File: config.mk
export PLATFORM = sky130hd
export DESIGN_NAME = conv3x3_fixed_kernel_stream
export DESIGN_NICKNAME = d
export VERILOG_FILES = /design/src/rtl/cnv3_pkg.sv /design/src/rtl/cnv3_ram.sv /design/src/rtl/cnv3_out_fifo.sv /design/src/rtl/conv3x3_fixed_kernel_stream.sv
export SDC_FILE = /design/constraint.sdc
export NUM_CORES = 1
export LEC_CHECK = 0
export BUFFER_PORTS_ARGS = -buffer_cell sky130_fd_sc_hd__buf_2
export CORE_MARGIN = 4
export CORE_UTILIZATION = 35
export CTS_CLUSTER_SIZE = 16
export DETAILED_ROUTE_END_ITERATION = 8
export PLACE_DENSITY = 0.53
export SYNTH_ARGS = -nofsm -noshare
export SYNTH_HDL_FRONTEND = slang
export SYNTH_SLANG_ARGS = --single-unit
export TNS_END_PERCENT = 20
File: constraint.sdc
create_clock -name i_clk -period 14.8 [get_ports i_clk]
set_input_delay 1.48 -clock i_clk [delete_from_list [all_inputs] [get_ports i_clk]]
set_output_delay 1.48 -clock i_clk [all_outputs]
set_load 0.02 [all_outputs]
File: src/rtl/cnv3_pkg.sv
// Shared types, constants and kernel weights for the 3x3 line-buffer convolution.
// No dependencies; used by the output queue and the top level.
`default_nettype none

package cnv3_pkg;

    localparam int PIX_W        = 8;
    localparam int COL_OUT_W    = 6;
    localparam int ROW_W        = 12;
    localparam int IMG_WIDTH_W  = 7;
    localparam int CFG_DATA_W   = 12;
    localparam int CFG_INDEX_W  = 1;
    localparam int LINE_DEPTH_DEF = 64;
    localparam int OUT_Q_DEPTH  = 3;
    localparam int KWEIGHT_W    = 5;

    localparam logic [IMG_WIDTH_W-1:0] IMG_WIDTH_RST  = 7'd64;
    localparam logic [ROW_W-1:0]       IMG_HEIGHT_RST = 12'd64;

    localparam logic [CFG_INDEX_W-1:0] CFG_IMAGE_WIDTH  = 1'd0;
    localparam logic [CFG_INDEX_W-1:0] CFG_IMAGE_HEIGHT = 1'd1;

    typedef struct packed {
        logic [PIX_W-1:0]     pixel;
        logic [COL_OUT_W-1:0] col;
        logic [ROW_W-1:0]     row;
        logic                 last;
    } t_result;

    // Kernel weight 11 + 3*dx + dy
    function automatic logic [KWEIGHT_W-1:0] kernel_weight(input logic [1:0] dx,
                                                           input logic [1:0] dy);
        logic [KWEIGHT_W-1:0] w;
        w = 5'd11 + 5'(dx) * 5'd3 + 5'(dy);
        return w;
    endfunction

    // Only the low 8 bits of the sum survive, so every term is kept modulo 256
    function automatic logic [PIX_W-1:0] mac_term(input logic [PIX_W-1:0] p,
                                                  input logic [KWEIGHT_W-1:0] k);
        logic [PIX_W+KWEIGHT_W-1:0] prod;
        prod = (PIX_W+KWEIGHT_W)'(p) * (PIX_W+KWEIGHT_W)'(k);
        return prod[PIX_W-1:0];
    endfunction

endpackage

`default_nettype wire

File: src/rtl/cnv3_ram.sv
// Generic single-clock RAM: one write port, one read port, registered read data.
// No dependencies.
`default_nettype none

module cnv3_ram #(
    parameter int WIDTH = 16,
    parameter int DEPTH = 64
) (
    input  wire logic                                   i_clk,
    input  wire logic                                   i_we,
    input  wire logic [(DEPTH > 1 ? $clog2(DEPTH) : 1)-1:0] i_waddr,
    input  wire logic [WIDTH-1:0]                       i_wdata,
    input  wire logic                                   i_re,
    input  wire logic [(DEPTH > 1 ? $clog2(DEPTH) : 1)-1:0] i_raddr,
    output      logic [WIDTH-1:0]                       o_rdata
);

    logic [WIDTH-1:0] r_mem [DEPTH];

    always_ff @(posedge i_clk) begin
        if (i_we) begin
            r_mem[i_waddr] <= i_wdata;
        end
        if (i_re) begin
            o_rdata <= r_mem[i_raddr];
        end
    end

endmodule

`default_nettype wire

File: src/rtl/cnv3_out_fifo.sv
// Small register queue that parts the result pipeline from the output channel.
// Depends on cnv3_pkg (t_result).
`default_nettype none

module cnv3_out_fifo #(
    parameter int DEPTH = cnv3_pkg::OUT_Q_DEPTH
) (
    input  wire logic                          i_clk,
    input  wire logic                          i_rst_n,
    input  wire logic                          i_push,
    input  wire cnv3_pkg::t_result             i_data,
    output      logic                          o_valid,
    input  wire logic                          i_ready,
    output      cnv3_pkg::t_result             o_data,
    output      logic [$clog2(DEPTH+1)-1:0]    o_count
);

    localparam int PW = (DEPTH > 1) ? $clog2(DEPTH) : 1;
    localparam int CNTW = $clog2(DEPTH+1);

    cnv3_pkg::t_result r_mem [DEPTH];
    logic [PW-1:0]   r_wr_ptr;
    logic [PW-1:0]   r_rd_ptr;
    logic [CNTW-1:0] r_count;
    logic            pop;

    assign o_valid = (r_count != '0);
    assign o_data  = r_mem[r_rd_ptr];
    assign o_count = r_count;
    assign pop     = o_valid && i_ready;

    always_ff @(posedge i_clk) begin
        if (i_push) begin
            r_mem[r_wr_ptr] <= i_data;
        end
    end

    always_ff @(posedge i_clk) begin
        if (!i_rst_n) begin
            r_wr_ptr <= '0;
            r_rd_ptr <= '0;
            r_count  <= '0;
        end else begin
            if (i_push) begin
                r_wr_ptr <= (r_wr_ptr == PW'(DEPTH-1)) ? '0 : r_wr_ptr + PW'(1);
            end
            if (pop) begin
                r_rd_ptr <= (r_rd_ptr == PW'(DEPTH-1)) ? '0 : r_rd_ptr + PW'(1);
            end
            case ({i_push, pop})
                2'b10:   r_count <= r_count + CNTW'(1);
                2'b01:   r_count <= r_count - CNTW'(1);
                default: r_count <= r_count;
            endcase
        end
    end

endmodule

`default_nettype wire

File: src/rtl/conv3x3_fixed_kernel_stream.sv
// Channel   Direction  Handshake                   Payload
// in        sink       i_in_valid / o_in_ready     i_pixel_in
// out       source     o_out_valid / i_out_ready   o_pixel_out, o_out_col, o_out_row, o_frame_last
// cfg       sink       i_cfg_valid / o_cfg_ready   i_cfg_index, i_cfg_data
//
// One pixel per clock while input is not stalled; a result passes stage 1, then the output queue.
// The line RAM holds two lines side by side in one word: read at acceptance, written
// back the next cycle, so its single read and write ports set the one-pixel-per-cycle rate.
// Reset clears counters, window, pipeline and queue; the line RAM is not cleared.
// Input stalls only when the three-entry result queue plus the result in flight is full.
// Depends on cnv3_pkg, cnv3_ram and cnv3_out_fifo.
`default_nettype none

module conv3x3_fixed_kernel_stream #(
    parameter int LINE_DEPTH = cnv3_pkg::LINE_DEPTH_DEF
) (
    input  wire logic                                 i_clk,
    input  wire logic                                 i_rst_n,
    input  wire logic                                 i_in_valid,
    output      logic                                 o_in_ready,
    input  wire logic [cnv3_pkg::PIX_W-1:0]           i_pixel_in,
    output      logic                                 o_out_valid,
    input  wire logic                                 i_out_ready,
    output      logic [cnv3_pkg::PIX_W-1:0]           o_pixel_out,
    output      logic [cnv3_pkg::COL_OUT_W-1:0]       o_out_col,
    output      logic [cnv3_pkg::ROW_W-1:0]           o_out_row,
    output      logic                                 o_frame_last,
    input  wire logic                                 i_cfg_valid,
    output      logic                                 o_cfg_ready,
    input  wire logic [cnv3_pkg::CFG_INDEX_W-1:0]     i_cfg_index,
    input  wire logic [cnv3_pkg::CFG_DATA_W-1:0]      i_cfg_data
);

    localparam int PIX_W = cnv3_pkg::PIX_W;
    localparam int ROW_W = cnv3_pkg::ROW_W;
    localparam int CW    = (LINE_DEPTH > 1) ? $clog2(LINE_DEPTH) : 1;
    localparam int WW    = ($clog2(LINE_DEPTH+1) > cnv3_pkg::IMG_WIDTH_W) ?
                           $clog2(LINE_DEPTH+1) : cnv3_pkg::IMG_WIDTH_W;
    localparam int QD    = cnv3_pkg::OUT_Q_DEPTH;
    localparam int QCW   = $clog2(QD+1);

    // configuration
    logic [cnv3_pkg::IMG_WIDTH_W-1:0] r_img_width;
    logic [ROW_W-1:0]                 r_img_height;

    // position counters
    logic [CW-1:0]    r_col;
    logic [ROW_W-1:0] r_row;
    logic [CW-1:0]    n_col;
    logic [ROW_W-1:0] n_row;

    // stage 1: RAM data lands here
    logic                             r_s1_valid;
    logic                             r_s1_emit;
    logic [PIX_W-1:0]                 r_s1_pix;
    logic [CW-1:0]                    r_s1_addr;
    logic [cnv3_pkg::COL_OUT_W-1:0]   r_s1_col_out;
    logic [ROW_W-1:0]                 r_s1_row_out;
    logic                             r_s1_last;

    logic [PIX_W-1:0] r_win [6];

    logic              in_accept;
    logic [WW-1:0]     width_ext;
    logic [WW-1:0]     width_eff;
    logic [ROW_W-1:0]  height_eff;
    logic [WW:0]       col_inc;
    logic [ROW_W:0]    row_inc;
    logic              last_col;
    logic              last_row;
    logic              emit;
    logic [CW-1:0]     col_m2;

    logic [2*PIX_W-1:0] ram_rdata;
    logic [PIX_W-1:0]   col_pix [3];
    logic [PIX_W-1:0]   acc;

    cnv3_pkg::t_result s1_result;
    cnv3_pkg::t_result q_data;
    logic [QCW-1:0]    q_count;
    logic              q_push;
    logic [QCW:0]      q_pending;

    assign in_accept   = i_in_valid && o_in_ready;
    assign o_cfg_ready = 1'b1;

    // Effective image size
    assign width_ext  = WW'(r_img_width);
    assign width_eff  = (width_ext < WW'(3)) ? WW'(3) :
                        (width_ext > WW'(LINE_DEPTH)) ? WW'(LINE_DEPTH) : width_ext;
    assign height_eff = (r_img_height < ROW_W'(3)) ? ROW_W'(3) : r_img_height;

    assign col_inc  = (WW+1)'(r_col) + (WW+1)'(1);
    assign row_inc  = (ROW_W+1)'(r_row) + (ROW_W+1)'(1);
    assign last_col = (col_inc >= (WW+1)'(width_eff));
    assign last_row = (row_inc >= (ROW_W+1)'(height_eff));
    assign emit     = (r_col >= CW'(2)) && (r_row >= ROW_W'(2));
    assign col_m2   = r_col - CW'(2);

    always_comb begin
        n_col = r_col;
        n_row = r_row;
        if (last_col) begin
            n_col = '0;
            n_row = last_row ? '0 : row_inc[ROW_W-1:0];
        end else begin
            n_col = col_inc[CW-1:0];
        end
    end

    // Admit a pixel only if its result is sure to find room in the queue
    assign q_pending  = (QCW+1)'(q_count) + (QCW+1)'(r_s1_valid && r_s1_emit);
    assign o_in_ready = (q_pending < (QCW+1)'(QD));

    always_ff @(posedge i_clk) begin
        if (!i_rst_n) begin
            r_img_width  <= cnv3_pkg::IMG_WIDTH_RST;
            r_img_height <= cnv3_pkg::IMG_HEIGHT_RST;
        end else if (i_cfg_valid) begin
            case (i_cfg_index)
                cnv3_pkg::CFG_IMAGE_WIDTH:
                    r_img_width <= i_cfg_data[cnv3_pkg::IMG_WIDTH_W-1:0];
                cnv3_pkg::CFG_IMAGE_HEIGHT:
                    r_img_height <= i_cfg_data[ROW_W-1:0];
                default: ;
            endcase
        end
    end

    always_ff @(posedge i_clk) begin
        if (!i_rst_n) begin
            r_col      <= '0;
            r_row      <= '0;
            r_s1_valid <= 1'b0;
            r_s1_emit  <= 1'b0;
        end else begin
            r_s1_valid <= in_accept;
            r_s1_emit  <= in_accept && emit;
            if (in_accept) begin
                r_col <= n_col;
                r_row <= n_row;
            end
        end
    end

    always_ff @(posedge i_clk) begin
        if (in_accept) begin
            r_s1_pix     <= i_pixel_in;
            r_s1_addr    <= r_col;
            r_s1_col_out <= cnv3_pkg::COL_OUT_W'(col_m2);
            r_s1_row_out <= r_row - ROW_W'(2);
            r_s1_last    <= last_col && last_row;
        end
    end

    // Word layout: upper byte is line r-2, lower byte is line r-1
    cnv3_ram #(
        .WIDTH (2*PIX_W),
        .DEPTH (LINE_DEPTH)
    ) u_line_ram (
        .i_clk   (i_clk),
        .i_we    (r_s1_valid),
        .i_waddr (r_s1_addr),
        .i_wdata ({ram_rdata[PIX_W-1:0], r_s1_pix}),
        .i_re    (in_accept),
        .i_raddr (r_col),
        .o_rdata (ram_rdata)
    );

    assign col_pix[0] = ram_rdata[2*PIX_W-1:PIX_W];
    assign col_pix[1] = ram_rdata[PIX_W-1:0];
    assign col_pix[2] = r_s1_pix;

    always_comb begin
        acc = '0;
        for (int dy = 0; dy < 3; dy++) begin
            acc = acc
                + cnv3_pkg::mac_term(r_win[dy],
                                     cnv3_pkg::kernel_weight(2'd0, 2'(dy)))
                + cnv3_pkg::mac_term(r_win[3+dy],
                                     cnv3_pkg::kernel_weight(2'd1, 2'(dy)))
                + cnv3_pkg::mac_term(col_pix[dy],
                                     cnv3_pkg::kernel_weight(2'd2, 2'(dy)));
        end
    end

    // Advance the window by one column per transaction
    always_ff @(posedge i_clk) begin
        if (!i_rst_n) begin
            for (int k = 0; k < 6; k++) begin
                r_win[k] <= '0;
            end
        end else if (r_s1_valid) begin
            for (int k = 0; k < 3; k++) begin
                r_win[k]   <= r_win[3+k];
                r_win[3+k] <= col_pix[k];
            end
        end
    end

    assign q_push          = r_s1_valid && r_s1_emit;
    assign s1_result.pixel = acc;
    assign s1_result.col   = r_s1_col_out;
    assign s1_result.row   = r_s1_row_out;
    assign s1_result.last  = r_s1_last;

    cnv3_out_fifo #(
        .DEPTH (QD)
    ) u_out_fifo (
        .i_clk   (i_clk),
        .i_rst_n (i_rst_n),
        .i_push  (q_push),
        .i_data  (s1_result),
        .o_valid (o_out_valid),
        .i_ready (i_out_ready),
        .o_data  (q_data),
        .o_count (q_count)
    );

    assign o_pixel_out  = q_data.pixel;
    assign o_out_col    = q_data.col;
    assign o_out_row    = q_data.row;
    assign o_frame_last = q_data.last;

`ifndef ASSERT_OFF
    // A result must never arrive at a full queue unless an entry leaves in the same cycle
    a_no_overflow: assert property (@(posedge i_clk) disable iff (!i_rst_n)
        q_push |-> (q_count < QCW'(QD)) || (o_out_valid && i_out_ready))
        else $error("result queue overflow");

    // Write-back and the next read never hit the same line RAM entry
    a_no_raw_collision: assert property (@(posedge i_clk) disable iff (!i_rst_n)
        (r_s1_valid && in_accept) |-> (r_s1_addr != r_col))
        else $error("line RAM read and write-back collide");

    // Counters move only on an accepted transaction
    a_counters_hold: assert property (@(posedge i_clk) disable iff (!i_rst_n)
        !in_accept |=> ($stable(r_col) && $stable(r_row)))
        else $error("position counters moved without a transaction");
`endif

endmodule

`default_nettype wire

Yosys cells after proc, flatten, opt, wreduce, memory -nomap -nowiden
Memories as Yosys holds them, arrays and structs flattened. A register that Yosys moved wholly into a read port is not among the register bits.
Cells that the tools add are included.
Storage, ports and cells
  register bits after elaboration: 78
  memories: 3
  RAM bits: 1153
Memory list
  u_line_ram.r_mem: depth 64, width 16, rd ports 1, clocked after memory_dff 1, wr ports 1, line cnv3_ram.sv:18  | logic [WIDTH-1:0] r_mem [DEPTH];
  u_out_fifo.r_mem: depth 3, width 27, rd ports 1, clocked after memory_dff 1, wr ports 1, line cnv3_out_fifo.sv:21  | cnv3_pkg::t_result r_mem [DEPTH];
  r_win: depth 6, width 8, rd ports 6, clocked after memory_dff 0, wr ports 6, line conv3x3_fixed_kernel_stream.sv:61  | logic [PIX_W-1:0] r_win [6];
Cells by class
  $add $sub $neg: 17
  multiplexer cells: 23
  order comparisons: 8
  equal/unequal tests: 4
  bitwise operators: 7
  multipliers: 8
  reductions and logical operators: 11
Operators with widths (number)
  8-bit adder: 8
  8-bit 2-to-1 mux: 6
  8-bit by 4-bit multiplier with 8-bit output, second input constant: 3
  12-bit 2-to-1 mux: 2
  8-bit by 5-bit multiplier with 8-bit output, second input constant: 2
  7-bit 2-to-1 mux: 2
  12-bit by 1-bit adder with 13-bit output, second input constant: 1
  13-bit by 12-bit greater-or-equal comparator with 1-bit output: 1
  12-bit by 2-bit greater-or-equal comparator with 1-bit output, second input constant: 1
  12-bit by 2-bit < comparator with 1-bit output, second input constant: 1
  12-bit by 2-bit subtractor with 12-bit output, second input constant: 1
  8-bit by 2-bit multiplier with 6-bit output, second input constant: 1
  8-bit by 3-bit multiplier with 7-bit output, second input constant: 1
  8-bit by 4-bit multiplier with 7-bit output, second input constant: 1
  2-bit 2-to-1 mux: 4
  6-bit by 1-bit adder with 7-bit output, second input constant: 1
  7-bit greater-or-equal comparator: 1
  7-bit greater-than comparator, second input constant: 1
  7-bit by 2-bit < comparator with 1-bit output, second input constant: 1
  1-bit 2-to-1 mux: 7
  2-bit by 1-bit adder with 2-bit output, second input constant: 3
  2-bit == test, second input constant: 3
  6-bit by 2-bit greater-or-equal comparator with 1-bit output, second input constant: 1
  1-bit logical AND: 6
  other kinds (11): 19

Depth between registers and ports, before layout
An unclocked memory read counts as a cell.
  depth after elaboration: 10
  depth in mapped cells: 24
  gate-level depth less buffers: 24

Hierarchy
A second synthesis with hierarchy kept.
Second synthesis, totals
  cell total of the unflattened synthesis: 2837
  area total of the unflattened synthesis: 52242.6 um^2
Modules (own cells, without submodules)
  cnv3_ram: seq. area each 31230.0 um^2, times used 1, cells an instance 1829, area an instance 40202.3 um^2
  conv3x3_fixed_kernel_stream: seq. area each 3123.0 um^2, times used 1, cells an instance 803, area an instance 8730.9 um^2
  cnv3_out_fifo: seq. area each 2592.5 um^2, times used 1, cells an instance 205, area an instance 3309.4 um^2

Least setup slack after synthesis
Ideal clock, no wire load.
  path kind: register to register
  start point: memory r_win[3][0]
  end point: memory u_out_fifo.r_mem[0][26] (netlist bit), data pin
  arrival time: 6.575 ns
  stages on the path, launching flop included: 24
  setup slack: 7.956 ns
  path buffers: 0
  data required time: 14.531 ns
  period minus slack after synthesis: 6.844 ns
  setup time: 0.269 ns
  cell sequence: edfxtp_1 fa_1 ha_1 fa_1 xnor2_1 fa_1 inv_1 fa_1 inv_1 fa_1 inv_1 fa_1 fa_1 fa_1 inv_1 fa_1 inv_1 ha_1 a21o_1 a21oi_1 xnor2_1 xnor2_1 xnor2_1 xnor2_1
RTL lines (line)
  start, declared: conv3x3_fixed_kernel_stream.sv:61
  end, declared: cnv3_out_fifo.sv:21

==> results.toml <==
[critical_path]
cp.arrival_ps = 7610
cp_common_cell = "fa_1"
worstSetupEndpointType = "register"
startpoint_type = "register"
cp_max_fo = 4
cp.required_ps = 15280
cp_cell_sequence = "fa_1 > ha_1 > fa_1 > xnor2_1 > fa_1 > inv_1 > fa_1 > inv_1 > fa_1 > inv_1 > fa_1 > fa_1 > fa_1 > inv_1 > fa_1 > inv_1 > ha_1 > a21o_1 > a21oi_1 > xnor2_1 > xnor2_1 > xnor2_1 > xnor2_1"
critPathSlowestCell = "fa_1"
max_stage_delay_ps = 530
critPathKind = "reg -> reg"

[sta]
relSlewSlack_pct = 21.08
setup_tns_ps = 0
final_hold_viol_count = 0
tightest_slew_ps = 1184
finalCriticalPeriod_ps = 7135
rsz0062_at_grt = "no"
fin_crit_sh_pct = 48.21
skew_ps = 27.70
max_freq_mhz = 140.2
slew_violations = 0
finalSetupViolations = 0

[cts]
clk_latency_ps = 750
cts_buffers = 133
post_cts_buffers = 0
cts.htree.levels = 4
cts_tree = "built"
cts_hold_buf = 0
path_clk_slew_ps = 60
clock_sinks = 1246
root_buffer = "clkbuf_16"
cts.repair.resized = 0
clk_path_buf_depth = 3

[grt]
grt.overflow.total = 0
grt_pass1_vias = 27440
grt_pass1_wl_mm = 189.1
grt_max_degree = 105
grt_util_all_layers_pct = 16.59
antenna_found_initial = 10

[layout]
drive_gt1_share_pct = 20.19
nFillCells = 13250
nets = 3193
multi_input_area_um2 = 13950
final_cells = 5023
synthToLayoutAreaGrowth_pct = 13.36
design_area_um2 = 59130
seq_area_um2 = 36970

[floorplanning]
placementRows = 141
die_h_um = 394.0
die_area_um2 = 155300
die_w_um = 394.0
core_um2 = 147800
initial_core_util_pct = 35.28
pin_count = 56

[detailed_routing]
drc = 0
postRouteAntennaNets = 0
drt_iter0_markers = 2607
routedWlPerCell_um = 25.79
firstDrtPassIters = 5
wl_mm = 129.5
drt-vias-per-instance = 5.255
num_vias = 26400

[power_and_ir_drop]
finalPower_mw = 9.389
internal-power_mw = 6.901
clkPwrFrac_pct = 33.8
power.leakage_nw = 19.33
p_switching_mw = 2.488
comb_power_share_pct = 21.4
seq_power_share_pct = 44.8
vdd_drop_max_uv = 293.2
powerDensity_nw_per_um2 = 158.8
netSwitchingFraction_pct = 26.50

[synthesis]
synth_edf_count = 1199
syn-num-nets = 3046
ys_seq_elements = 1246
synthesis.area_um2 = 52160
ys_warn_count = 0
synth_async_sr_flop_share_pct = 0
syn_inst = 2844
ys_seq_area_share_pct = 70.83
synth.distinct_cells = 55
ys.flop_type = "edfxtp_1"
avgSynthCellArea_um2 = 18.34

[placement]
place_area_um2 = 54980
gp_congestion = 0.8020
place_inst = 4786
hpwl_mm = 74.80
io_buffer_count = 54

[outcome]
status = "complete, no violations"

[min_path]
min_path_type = "reg -> reg"

[flow_run]
max_cap_viol_count = 0
-- cells in the mapped netlist (5+ instances only) --
master / count / area share (%)
o21ai_0: 94 / 0.90
a21o_1: 10 / 0.14
mux4_2: 230 / 9.9
or2_2: 6 / 0.072
nor4_1: 5 / 0.060
xor2_1: 20 / 0.34
o221ai_1: 38 / 0.64
or4_1: 5 / 0.072
nand2b_1: 9 / 0.11
and2_1: 6 / 0.072
buf_2: 26 / 0.25
nor2_1: 88 / 0.63
o211ai_1: 7 / 0.10
and3b_1: 9 / 0.15
buf_1: 6 / 0.043
buf_4: 16 / 0.23
buf_6: 13 / 0.28
a31oi_1: 5 / 0.060
o31ai_1: 7 / 0.10
a21oi_1: 53 / 0.51
xnor2_1: 64 / 1.1
a311o_1: 8 / 0.15
dfxtp_1: 47 / 1.8
nand3_1: 28 / 0.27
edfxtp_1: 1199 / 69
nor3_1: 10 / 0.096
mux2i_1: 140 / 2.7
clkbuf_1: 83 / 0.60
and3_1: 51 / 0.61
inv_1: 151 / 1.1
fa_1: 75 / 2.9
o22ai_1: 16 / 0.19
ha_1: 101 / 2.4
a21boi_0: 10 / 0.14
nor2b_1: 20 / 0.24
mux2_2: 27 / 0.58
nand4_1: 6 / 0.072
nand2_1: 119 / 0.86
-- metal layers --
layer | track usage (%) | wire, um | up-vias
li1 | - | - | 11450
met1 | 22.11 | 54240 | 13920
met2 | 27.01 | 62720 | 819
met3 | 3.499 | 8356 | 207
met4 | 5.919 | 4230 | 0
met5 | 0 | 0 | -
-- through the flow --
step | util [%] | setup slack (ps) | hold slack (ps)
4_1_cts | 39.99 | 7627 | 467.9
2_1_floorplan | - | 7956 | 402.9
3_3_place_gp | 37.19 | 7692 | 453.7
3_5_place_dp | 37.19 | 7641 | 454.0
5_1_grt | 39.99 | 7320 | 488.6
6_report | 40.00 | 7665 | 470.4
-- flip-flops by register name (all words and copies together), names as in the netlist, named ones only --
signal / cells
r_s1_pix: 8
u_out_fifo.o_count: 2
r_s1_valid: 1
r_s1_addr: 6
u_line_ram.o_rdata: 16
r_col: 6
r_img_height: 12
r_s1_emit: 1
u_line_ram.r_mem: 1024
r_img_width: 7
r_s1_last: 1
u_out_fifo.r_wr_ptr: 2
u_out_fifo.r_rd_ptr: 2
r_s1_row_out: 12
r_s1_col_out: 5
r_win: 46
u_out_fifo.r_mem: 81
r_row: 12
-- final timing paths --
path                                           startpoint                                end  slack [ps]  depth (start not counted)
worst max-delay path            r_win[3][0]$_SDFFCE_PN0P_  u_out_fifo.r_mem[0][26]$_DFFE_PP_        7670                         23
worst min-delay path            r_s1_row_out[6]$_DFFE_PP_   u_out_fifo.r_mem[0][7]$_DFFE_PP_         470                          0
worst max register to register  r_win[3][0]$_SDFFCE_PN0P_  u_out_fifo.r_mem[0][26]$_DFFE_PP_        7670                         23
worst min register to register  r_s1_row_out[6]$_DFFE_PP_   u_out_fifo.r_mem[0][7]$_DFFE_PP_         470                          0
-- worst max-delay path: cells and delay by family, from the launching register on --
family                     cells  cell delay, ps
AOI/OAI and AO/OA              2             350
xor gates and xnor gates       5             760
adders and majority gates     11            5050
buffers and inverters          5             240
DFF                            1             470
-- logic make-up (layout without fill, tap and decap cells) --
kind of cell / after synthesis / after routing / share of synthesized area, %
AO/OA/AOI/OAI: 267 / 267 / 3.241
multiplexers: 397 / 397 / 13.20
adder cells (fa/ha/maj): 176 / 176 / 5.301
buffers and inverters: 298 / 545 / 2.509
AND/OR/NAND/NOR: 375 / 375 / 3.500
flip-flops: 1246 / 1246 / 70.83
XOR/XNOR: 84 / 84 / 1.410
other: 1 / 3 / 0.007189
-- power by group through the flow --
stage / Clock [mW] / Combinational (mW) / Sequential (mW)
2_1_floorplan: 0 / 1.59 / 4.29
3_3_place_gp: 0 / 2.01 / 4.28
3_5_place_dp: 0 / 2.04 / 4.28
4_1_cts: 3.26 / 2.05 / 4.20
5_1_grt: 3.41 / 2.33 / 4.21
6_report: 3.18 / 2.01 / 4.20
-- area by class of cell --
| class | count | area share [%] |
|---|---|---|
| Sequential cell | 1246 | 62.52 |
| Multi-Input combinational cell | 1300 | 23.59 |
| Clock buffer | 165 | 6.048 |
| Tap cell | 1930 | 4.084 |
| Timing Repair Buffer | 156 | 1.816 |
| Inverter | 154 | 0.9776 |
| Clock inverter | 70 | 0.9564 |
| Antenna cell | 2 | 0.008464 |
-- cells in the final DEF, fill, tap and decap left out, types with 6 or more instances in the layout --
cell type	n
buf_4	99
edfxtp_1	1199
mux2i_1	140
buf_2	54
a21o_1	10
a21oi_1	53
bufinv_16	6
clkinvlp_4	6
o21ai_0	94
nand3_1	28
o31ai_1	7
inv_1	151
inv_6	10
dfxtp_1	40
clkbuf_1	26
xor2_1	20
o22ai_1	16
xnor2_1	64
and3_1	51
nor2_1	87
clkbuf_16	139
nor2b_1	20
nand4_1	6
a311o_1	8
nor3_1	7
mux4_2	230
ha_1	101
nand2_1	119
clkinv_1	26
clkinv_2	16
o221ai_1	38
nand2b_1	7
or2_2	6
and3b_1	9
fa_1	75
and2_1	6
o211ai_1	7
mux2_2	27
a21boi_0	10
(Power assumes the default switching activity.)
